`src/sv/nfrq_ram.sv`:
```
`timescale 1ns / 1ps

module nfrq_ram #(
  parameter int unsigned Width = 8,
  parameter int unsigned Depth = 16,
  localparam int unsigned AddrW = (Depth > 1) ? $clog2(Depth) : 1
) (
  input  logic             clk_i,
  input  logic             we_i,
  input  logic [AddrW-1:0] waddr_i,
  input  logic [Width-1:0] wdata_i,
  input  logic [AddrW-1:0] raddr_i,
  output logic [Width-1:0] rdata_o
);

  logic [Width-1:0] mem_q [Depth];
  logic [Width-1:0] rdata_q;

  always_ff @(posedge clk_i) begin
    if (we_i) begin
      mem_q[waddr_i] <= wdata_i;
    end
    rdata_q <= mem_q[raddr_i];
  end

  assign rdata_o = rdata_q;

endmodule

```
`config.mk`:
```
export PLATFORM = sky130hd
export DESIGN_NAME = nfrq_ram
export DESIGN_NICKNAME = d
export VERILOG_FILES = /design/src/sv/nfrq_ram.sv
export SDC_FILE = /design/constraint.sdc
export NUM_CORES = 1
export LEC_CHECK = 0
export BUFFER_PORTS_ARGS = -buffer_cell sky130_fd_sc_hd__clkbuf_2
export CAP_MARGIN = 20
export CORE_MARGIN = 2
export CORE_UTILIZATION = 40
export CTS_BUF_LIST = sky130_fd_sc_hd__clkbuf_8
export DETAILED_ROUTE_END_ITERATION = 16
export GPL_TIMING_DRIVEN = 0
export SETUP_SLACK_MARGIN = 0.02
export SYNTH_ARGS = -nofsm -noshare
export SYNTH_HDL_FRONTEND = slang
export SYNTH_SLANG_ARGS = --single-unit
```
`constraint.sdc`:
```
create_clock -name clk_i -period 3.7 [get_ports clk_i]
set_clock_uncertainty 0.1 [all_clocks]
set_input_delay 0.74 -clock clk_i [delete_from_list [all_inputs] [get_ports clk_i]]
set_output_delay 0.74 -clock clk_i [all_outputs]
set_load 0.02 [all_outputs]
```
-- Yosys cells after proc, flatten, opt, wreduce, memory -nomap -nowiden
Memories as Yosys holds them, arrays and structs flattened. A register that Yosys moved wholly into a read port is not among the register bits.
Index checks and enable logic that the tools add are counted.
- divide/modulo/power cells: 0
- equality and inequality tests: 0
- mux-type cells: 2
- add/subtract/negate cells: 0
- shifts and indexed selects: 0
- bitwise operators: 0
- $mul: 0
- reductions and logical operators: 0
- order comparisons: 0
- operators with widths (cell ; count):
    2-to-1 mux 1 bit ; 2
- logic and storage cells: 3
- register bits after elaboration: 0
- bits of input ports: 18
- latch bits: 0
- memory bits (read-only): 0
- memories kept: 1
- bits in writable memories: 128
- memories (name ; words ; width ; read ports ; clocked after memory_dff ; write ports ; line ; source):
    mem_q ; 16 ; 8 ; 1 ; 1 ; 1 ; 16 ; logic [Width-1:0] mem_q [Depth];

-- Logic depth before layout (Yosys ltp)
- depth in word-level cells: 2
- depth in mapped cells: 5

-- Worst setup path before layout
Ideal clock, no wire load.
- kind: input port to flip-flop
- from: in waddr_i[2]
- to: mem mem_q[0][0], enable pin
- data required time: 3.217 ns
- stages on the path: 2
- setup slack: 1.367 ns
- library setup time: 0.383 ns
- arrival: 1.850 ns
- path buffers: 0
- path through: or3b_2 -> nor3_1
- RTL lines (element ; line ; source):
    start: declaration ; 10 ; input logic [AddrW-1:0] waddr_i,
    end: declaration ; 16 ;
Straight into the memory's write port.

-- Worst setup path in the final report
- from: in waddr_i[2]
- to: mem mem_q[0][6], enable pin
Straight into the memory's write port.

==> metrics.yaml <==
run_status: "completed"
crit_path_end_kind: "flip-flop"
power_density_mw_per_mm2: 546.8
critical_path.slowest_cell: "nor3_1"
core_area_mm2: 0.01257
wire_per_inst_um: 21.50
cell_type_with_the_largest_total_area_after_synthesis: "edfxtp_1"
grt_first_pass_wirelength_mm: 14.87
post_route_cells_drive_above_1_share_pct: 30.45
fin_crit_ns: 2.153
post_synthesis_mux_area_share_pct: 15.02
max_stage_delay_ns: 0.55
largest_net_degree_at_the_start_of_global_routing: 17
hold_viol_final: 0
setup.reg_to_reg.worst_slack_ns: 2.20
synthesis.nets: 247
critical_path.top_delay_family: "simple AND/OR/NAND/NOR gates"
cts_htree_levels: 4
num_antenna_cells: 0
clock-root-buffer: "clkbuf_8"
worst_reg2reg_path_length_in_cells: 3
critPathKind: "in2reg"
most_common_cell_after_layout_fill_and_taps_aside: "edfxtp_1"
route.detailed.vias_per_inst: 5.178
regToRegStartpoint: "mem_q[1][3]"
drt-initial-drc-count: 207
track_usage_pct: 15.27
globalRouteOverflowTotal: 0
cts_buffers: 17
share_of_the_cycle_needed_by_the_critical_path_after_routing_pct: 58.20
synth_top_family_by_area: "multiplexers"
peakVddDrop_mv: 0.2029
timing_worst_slew_pin_value_ns: 0.8347
fp.dieW_um: 117.4
synth_area_mm2: 0.005147
cts.repair.resized: 0
io_pins: 26
hold_start: "mem_q[8][2]"
yosys_register_bits: 136
post_synth_main_area_contributors: "edfxtp_1 75%, mux4_2 7.9%, mux4_1 7.1%, dfxtp_1 3.1%, a22oi_1 2.3%"
min_path_type: "reg2reg"
timing.hold.worst_endpoint: "rdata_o[2]"
post_cts_buffers: 0
synth_xor_xnor_area_share_pct: 0
post_synth_inst_count: 229
vias_in_the_first_global_route: 2435
cp_num_buf_inv: 2
drtAntennaViolNets: 0
cp_num_cells: 4
maxCapViolCount: 0
utilization_pct: 47.45
worst_slew_margin_rel_pct: 44.15
cts-hold-fix-buffers: 0
timing.critical_path.fanout_max: 5
layout-area-overhead-vs-synth_pct: 15.85
worstHoldPathCells: 3
setup_tns_ns: 0
mostFrequentLayoutCells: "128 x edfxtp_1, 24 x clkbuf_2, 18 x mux4_2, 18 x clkbuf_8, 16 x a22oi_1"
leakagePower_nw: 1.990
die_y_um: 117.4
clk_pin_slew_ns: 0.08
clock_insertion_delay_at_the_later_pin_of_the_skew_report_ns: 0.43
finish.net_count: 294
grt_antenna_before_repair: 0
setup_viol_count_final: 0
synth-compound-area-share_pct: 2.333
area_share_of_and_or_nand_nor_cells_after_synthesis_pct: 3.184
timing.critical_path.cells: "clkbuf_2 > or3b_2 > nor3_1 > buf_4"
synth.avg_cell_area_um2: 22.48
distinct_cell_type_count_after_synthesis: 19
first_pass_iteration_count_of_the_detailed_router: 4
rsz0062_at_grt: "false"
floorplan.rows: 41
global_placement_routability_congestion: 0.6848
route.detailed.drc: 0
signal_arrival_time_at_the_worst_endpoint_ns: 2.20
synthesis.yosys.warnings: 0
cts_tree: "yes"
drv_slew: 0
synth-adder-area-share_pct: 0
worst_path_required_time_ns: 3.75
routed-via-count: 2387
floorplan.die_area_mm2: 0.01379
yosysTopAreaCellShare_pct: 74.67
clock_tree.buffer_depth: 2
totalWireLength_mm: 9.912
initial_core_utilization_pct: 40.96
port_buffers: 24
synth_seq_area_share_pct: 77.78
clock.fmax_mhz: 464.4
cts.sink_count: 136
place.detailed.hpwl_mm: 6.354
worstReg2RegEnd: "rdata_o[3]"
cp-start-kind: "input pin"
state kept, by name, summed over array words and instances (netlist names):
| register | count |
|---|---|
| mem_q | 128 |
| rdata_o | 8 |
through the flow:
step                power, mW  hold WS, ns  cell area (um2)  instances  setup slack (ns)
CTS                     3.287       0.5937             5963        461             1.531
global route            3.359       0.6293             5963        461             1.522
detailed placement      1.942       0.5777             5510        429             1.064
finish                  3.261       0.5929             5963        461             1.547
floorplan               1.862       0.5293             5147        229             1.367
global placement        1.935       0.5630             5483        425            0.7863
synthesized netlist by cell type:
| cell type | instances |
|---|---|
| a22oi_1 | 16 |
| and2_1 | 1 |
| and2b_1 | 1 |
| buf_2 | 3 |
| buf_4 | 1 |
| buf_6 | 3 |
| clkdlybuf4s25_2 | 3 |
| dfxtp_1 | 8 |
| edfxtp_1 | 128 |
| mux4_1 | 14 |
| mux4_2 | 18 |
| nand2_1 | 9 |
| nand2b_1 | 2 |
| nand3_1 | 1 |
| nand3b_1 | 2 |
| nor2_1 | 13 |
| nor2b_1 | 1 |
| nor3_1 | 4 |
| or3b_2 | 1 |
routing by layer:
metal,global-route usage [%],wire length [um]
met3,4.426,696
met2,23.61,4827
met4,5.196,133
met1,20.95,4254
met5,0,0
cell type report:
type	instances	area [um2]
Tap cell	172	215.2
Sequential cell	136	4004
Clock inverter	14	205.2
Fill cell	1022	6605
Buffer	10	86.33
Multi-Input combinational cell	83	1057
Timing Repair Buffer	28	147.6
Clock buffer	18	247.7
how the worst max path moves through the flow:
stage / from / to
finish: waddr_i[2] / mem_q[0][6]
global route: waddr_i[2] / mem_q[0][3]
CTS: waddr_i[2] / mem_q[0][6]
detailed placement: waddr_i[2] / mem_q[0][4]
global placement: waddr_i[2] / mem_q[0][4]
floorplan: waddr_i[2] / mem_q[0][0]
cells by family after synthesis:
family,Yosys count
flops,136
buf+inv,10
mux,32
simple gates,35
compound gates,16
power breakdown:
part           switching (mW)  internal, mW
Clock                   0.544         0.813
Sequential            0.00788          1.72
Combinational           0.106        0.0688
worst reg2reg max path: cells and delay by family (launching register included):
kind            cells  cell delay, ns
compound gates      1            0.29
mux                 1            0.53
flops               1            0.39
simple gates        1            0.08
Power figures use the tool's default switching activity.
