==> src/sv/nfrq_pkg.sv <==
`timescale 1ns / 1ps

package nfrq_pkg;

  localparam int unsigned QueueSlotsDef = 8;
  localparam int unsigned SlotBytesDef  = 2048;

  localparam logic [11:0] SlotCapReset = 12'd2048;
  localparam logic [11:0] MinLenReset  = 12'd60;

  typedef enum logic [1:0] {
    REQ_PUSH  = 2'd0,
    REQ_POP   = 2'd1,
    REQ_READ  = 2'd2,
    REQ_CLEAR = 2'd3
  } req_e;

  typedef enum logic [2:0] {
    ST_OK           = 3'd0,
    ST_TOO_SHORT    = 3'd1,
    ST_NO_ROOM      = 3'd2,
    ST_EMPTY        = 3'd3,
    ST_OUT_OF_RANGE = 3'd4
  } status_e;

  typedef enum logic {
    REG_SLOT_CAP = 1'b0,
    REG_MIN_LEN  = 1'b1
  } reg_e;

  typedef struct packed {
    logic [11:0] slot_capacity;
    logic [11:0] min_frame_length;
  } cfg_t;

endpackage

==> src/sv/nfrq_cfg.sv <==
`timescale 1ns / 1ps

module nfrq_cfg (
  input  logic                clk_i,
  input  logic                rst_ni,
  input  logic                psel,
  input  logic                penable,
  input  logic                pwrite,
  input  logic [2:0]          paddr,
  input  logic [31:0]         pwdata,
  output logic [31:0]         prdata,
  output logic                pready,
  output nfrq_pkg::cfg_t      cfg_o
);

  import nfrq_pkg::*;

  cfg_t cfg_q, cfg_d;
  logic wr_en;

  assign pready = 1'b1;
  assign wr_en  = psel & penable & pwrite;

  always_comb begin
    cfg_d = cfg_q;
    if (wr_en) begin
      case (reg_e'(paddr[2]))
        REG_SLOT_CAP: cfg_d.slot_capacity    = pwdata[11:0];
        REG_MIN_LEN:  cfg_d.min_frame_length = pwdata[11:0];
        default:      cfg_d = cfg_q;
      endcase
    end
  end

  always_ff @(posedge clk_i or negedge rst_ni) begin
    if (!rst_ni) begin
      cfg_q.slot_capacity    <= SlotCapReset;
      cfg_q.min_frame_length <= MinLenReset;
    end else begin
      cfg_q <= cfg_d;
    end
  end

  always_comb begin
    case (reg_e'(paddr[2]))
      REG_SLOT_CAP: prdata = {20'd0, cfg_q.slot_capacity};
      REG_MIN_LEN:  prdata = {20'd0, cfg_q.min_frame_length};
      default:      prdata = 32'd0;
    endcase
  end

  assign cfg_o = cfg_q;

endmodule

==> config.mk <==
export PLATFORM = sky130hd
export DESIGN_NAME = nfrq_cfg
export DESIGN_NICKNAME = d
export VERILOG_FILES = /design/src/sv/nfrq_pkg.sv /design/src/sv/nfrq_cfg.sv
export SDC_FILE = /design/constraint.sdc
export NUM_CORES = 1
export LEC_CHECK = 0
export ABC_AREA = 1
export ABC_CLOCK_PERIOD_IN_PS = 1400
export BUFFER_PORTS_ARGS = -buffer_cell sky130_fd_sc_hd__buf_2
export CAP_MARGIN = 5
export CORE_MARGIN = 4
export CORE_UTILIZATION = 34
export DETAILED_ROUTE_END_ITERATION = 6
export PLACE_DENSITY = 0.8
export SLEW_MARGIN = 20
export SYNTH_ARGS = -nofsm -noshare
export SYNTH_HDL_FRONTEND = slang
export SYNTH_SLANG_ARGS = --single-unit
==> constraint.sdc <==
create_clock -name clk_i -period 1.4 [get_ports clk_i]
set_clock_uncertainty 0.15 [all_clocks]
set_input_delay 0.14 -clock clk_i [delete_from_list [all_inputs] [get_ports clk_i]]
set_output_delay 0.14 -clock clk_i [all_outputs]
set_load 0.01 [all_outputs]
Word-level counts from Yosys, hierarchy flattened
Index checks and enable logic that the tools add are counted.
- bits in registers: 24
- input bits: 40
- output and inout port bits: 57
- word-level logic and storage cells: 8
- mux-type cells: 1
- bitwise logic cells: 3
- reductions and logical operators: 2
- operators by type and width (kind ; count):
    case mux 32 bit (2 select lines) ; 1
    AND reduction 2 bit ; 2
    bitwise AND 1 bit ; 2
    inverter 1 bit ; 1

Logic depth before layout (Yosys ltp)
- word-level depth: 3
- depth in mapped cells: 6
- gate-level depth less buffers: 4

Worst setup path after synthesis
No wires, ideal clock.
- path type: register to output
- start point: register cfg_q (netlist bit cfg_o[2])
- end point: output port prdata[2]
- arrival: 708 ps
- data required time: 1110 ps
- slack: 402 ps
- cell stages (with the launch flop): 3
- path buffers: 0
- cell sequence: dfstp_2 -> nand2_1 -> nand2_1
- longest elaborated chain between the ends: 1
- ends and longest elaborated chain (what ; RTL line ; RTL):
    start, declared ; nfrq_cfg.sv:18 ; cfg_t cfg_q, cfg_d;
    start signal, assigned ; nfrq_cfg.sv:40 ; cfg_q <= cfg_d;
    case mux 32 bit (2 select lines) ; nfrq_cfg.sv:45 ; case (reg_e'(paddr[2]))
    end, declared ; nfrq_cfg.sv:11 ; output logic [31:0] prdata,
No other way between the ends. The select of a mux whose other input is x is not followed.

Worst setup path in the final report
- start point: register cfg_q (netlist bit cfg_o[5])
- end point: output port prdata[5]
Same word-level chain as after synthesis.

==> flow_metrics.py <==
metrics = {
    "die": {
        "core-area_um2": 3690,
        "io_pins": 97,
        "die_h_um": 70.1,
        "start_util": 0.355,
        "die-area_um2": 4910,
        "die_x_um": 70.1,
        "rows": 22,
    },
    "worst_hold_path": {
        "hp-start": "paddr[2]",
        "min_path_type": "in2reg",
    },
    "sta": {
        "worst_pin_slew_ps": 500,
        "rsz0062_at_grt": "no",
        "finalCritPeriodShare": 0.954,
        "whs_ps": 120,
        "fmax_mhz": 749,
        "min_period_ps": 1340,
        "setup_ws_ps": 64.6,
        "maxSlewHeadroom": 0.667,
        "setup_viol": 0,
        "maxSlewViolCount": 0,
        "finalHoldViolCount": 0,
        "finalSetupTns_ps": 0,
    },
    "drt": {
        "vias_per_cell": 4.28,
        "wl_per_cell_um": 10.9,
        "firstDrtPassIters": 6,
        "ant_nets": 0,
        "finalWirelength_mm": 3.11,
        "vias": 1215,
        "drt_iter0_markers": 29,
        "drc": 0,
    },
    "power_and_ir_drop": {
        "ir_worst_vdd_v": 0.000604,
        "seq_power_share": 0.438,
        "power_switching_uw": 663,
        "p_sw_frac": 0.308,
        "pwr-share-comb": 0.289,
        "clkPwrFrac": 0.273,
        "internal-power_uw": 1490,
        "powerDensity_nw_per_um2": 1230,
        "p_leak_uw": 0.00104,
    },
    "cells_and_area": {
        "nets": 277,
        "largest_reg_flops": 24,
        "drive_above_1_share": 0.309,
        "syn_to_final_growth_pct": 33.9,
        "fill_cells": 393,
        "diodes": 0,
    },
    "clocking": {
        "post_cts_resized": 0,
        "cts_sinks": 24,
        "htreeDepth": 1,
        "cts_buffers": 3,
        "ctsLongestPathBuffers": 2,
        "clk_pin_slew_ps": 80,
        "clk-insertion-delay-late_ps": 260,
        "clockRootBuffer": "clkbuf_8",
        "cts_tree": "built",
    },
    "synthesis": {
        "yosysWarnings": 0,
        "synth_top_family_by_area": "simple AND/OR/NAND/NOR gates",
        "yosysTopAreaCell": "dfrtp_1",
        "synth.mux.area_fraction": 0,
        "synthTopCellsByCount": "nand2_1, nand3_1, buf_4",
        "synth.most_common_cell": "nand2_1",
        "synth.distinct_cells": 13,
        "yosys.area.top_type_share": 0.363,
        "avgSynthCellArea_um2": 7.71,
        "synth_compound_area_frac": 0,
        "synth_seq_cells": 24,
        "synth_ff_type": "dfrtp_1",
        "synth.area.top_cells": "dfrtp_1, nand2_1, buf_4",
        "synth-xor-area-share": 0,
        "synthArstFlopShare": 1.00,
        "synth-simple-area-share": 0.358,
        "synthCells": 170,
        "ys_seq_area_frac": 0.463,
        "mappedNetlistArea_um2": 1310,
        "synthAdderAreaFrac": 0,
        "synth_edf_count": 0,
    },
    "worst_setup_path": {
        "crit_cells": 3,
        "arrival_ps": 1050,
        "cp-startpoint": "cfg_o[5]",
        "start_kind": "flip-flop",
        "r2r_slack_ps": 520,
        "crit_path_end_kind": "output port",
        "rr_worst_depth": 2,
        "critPathRequiredTime_ps": 1110,
        "crit_type": "reg2out",
        "critPathTopFamily": "flip-flops",
        "r2r_end": "cfg_o[23]",
        "path_cells": "nand2_1 > nand2_1 > buf_2",
        "critPathMaxFanout": 3,
        "crit_path_end": "prdata[5]",
        "critPathMaxStageDelay_ps": 550,
        "cp_slowest_cell": "dfstp_2",
        "path_common_cell": "nand2_1",
        "worst-path-buf-inv": 1,
        "reg2reg_from": "cfg_o[23]",
    },
    "global_route": {
        "grt_start_max_net_pins": 25,
        "antenna_found_initial": 0,
        "gr-total-overflow": 0,
        "grt.total_usage": 0.126,
        "grt_pass1_vias": 1141,
        "grt_first_pass_wirelength_mm": 5.07,
    },
    "placement": {
        "dp_hpwl_mm": 2.32,
        "place_ws_ps": 109,
        "portBuffers": 53,
        "gp_congestion": 0.684,
    },
    "flow_run": {
        "drv_cap": 0,
    },
    "status": {
        "outcome": "completed",
    },
}
## stage by stage
stage                     cells  utilization  power (uW)  instance area, um^2
after floorplan             189            -        1310                 1380
after global routing        284        0.476        2300                 1750
after CTS                   284        0.476        2180                 1750
after detailed placement    267        0.421        1560                 1550
final                       284        0.476        2150                 1750
after global placement      267        0.421        1540                 1550
## layer usage
| metal | global-route usage | share of wire | up-vias |
|---|---|---|---|
| met1 | 0.148 | 0.40 | 552 |
| met2 | 0.229 | 0.52 | 45 |
| met5 | 0 | 0 | - |
| met3 | 0.0273 | 0.079 | 2 |
| met4 | 0.0340 | 0.0039 | 0 |
| li1 | - | - | 616 |
## worst min-delay path by stage
| stage | to | slack, ps | cells after the start |
|---|---|---|---|
| global route | cfg_o[20] | 140 | 4 |
| finish | cfg_o[20] | 120 | 4 |
| detailed placement | cfg_o[6] | -9 | 1 |
| global placement | cfg_o[17] | -9 | 1 |
| floorplan | cfg_o[0] | -310 | 0 |
| CTS | cfg_o[20] | 120 | 4 |
## worst reg2reg max path, delay by kind of cell, from the launching register on
kind	cells	cell delay (ps)
DFF	1	550
and+or+nand+nor	2	130
## cells by family after synthesis
family / count (synthesis)
buffers and inverters: 32
flip-flops: 24
other: 2
AND/OR/NAND/NOR: 112
## cells in the final DEF (no fill, tap or decap)
cell type	n
dfstp_2	5
buf_4	6
bufinv_16	1
buf_12	1
nand2_1	85
conb_1	21
nand4_1	1
inv_2	2
dfrtp_1	19
nor2_4	1
dlygate4sd3_1	13
nand4_2	1
nand3_1	24
buf_2	53
clkbuf_8	3
## power by group through the flow
stage / combinational (uW) / clock, uW / sequential, uW
final: 623 / 587 / 943
after global routing: 701 / 628 / 966
after CTS: 634 / 600 / 944
after detailed placement: 605 / 0 / 955
after global placement: 594 / 0 / 949
after floorplan: 300 / 0 / 1010
## layout make-up
cell class                      instances  area (um^2)  area share
Timing Repair Buffer                   73          460       0.262
Multi-Input combinational cell        133          548       0.312
Tap cell                               48         60.1      0.0342
Clock inverter                          1         30.0      0.0171
Sequential cell                        24          607       0.346
Inverter                                2         7.51     0.00428
Clock buffer                            3         41.3      0.0235
## timing repair
item	4_1_cts	5_1_grt
buffers inserted	0	0
hold buffers	13	0
endpoints found under the hold margin	43	0
Power figures use the tool's default switching activity.
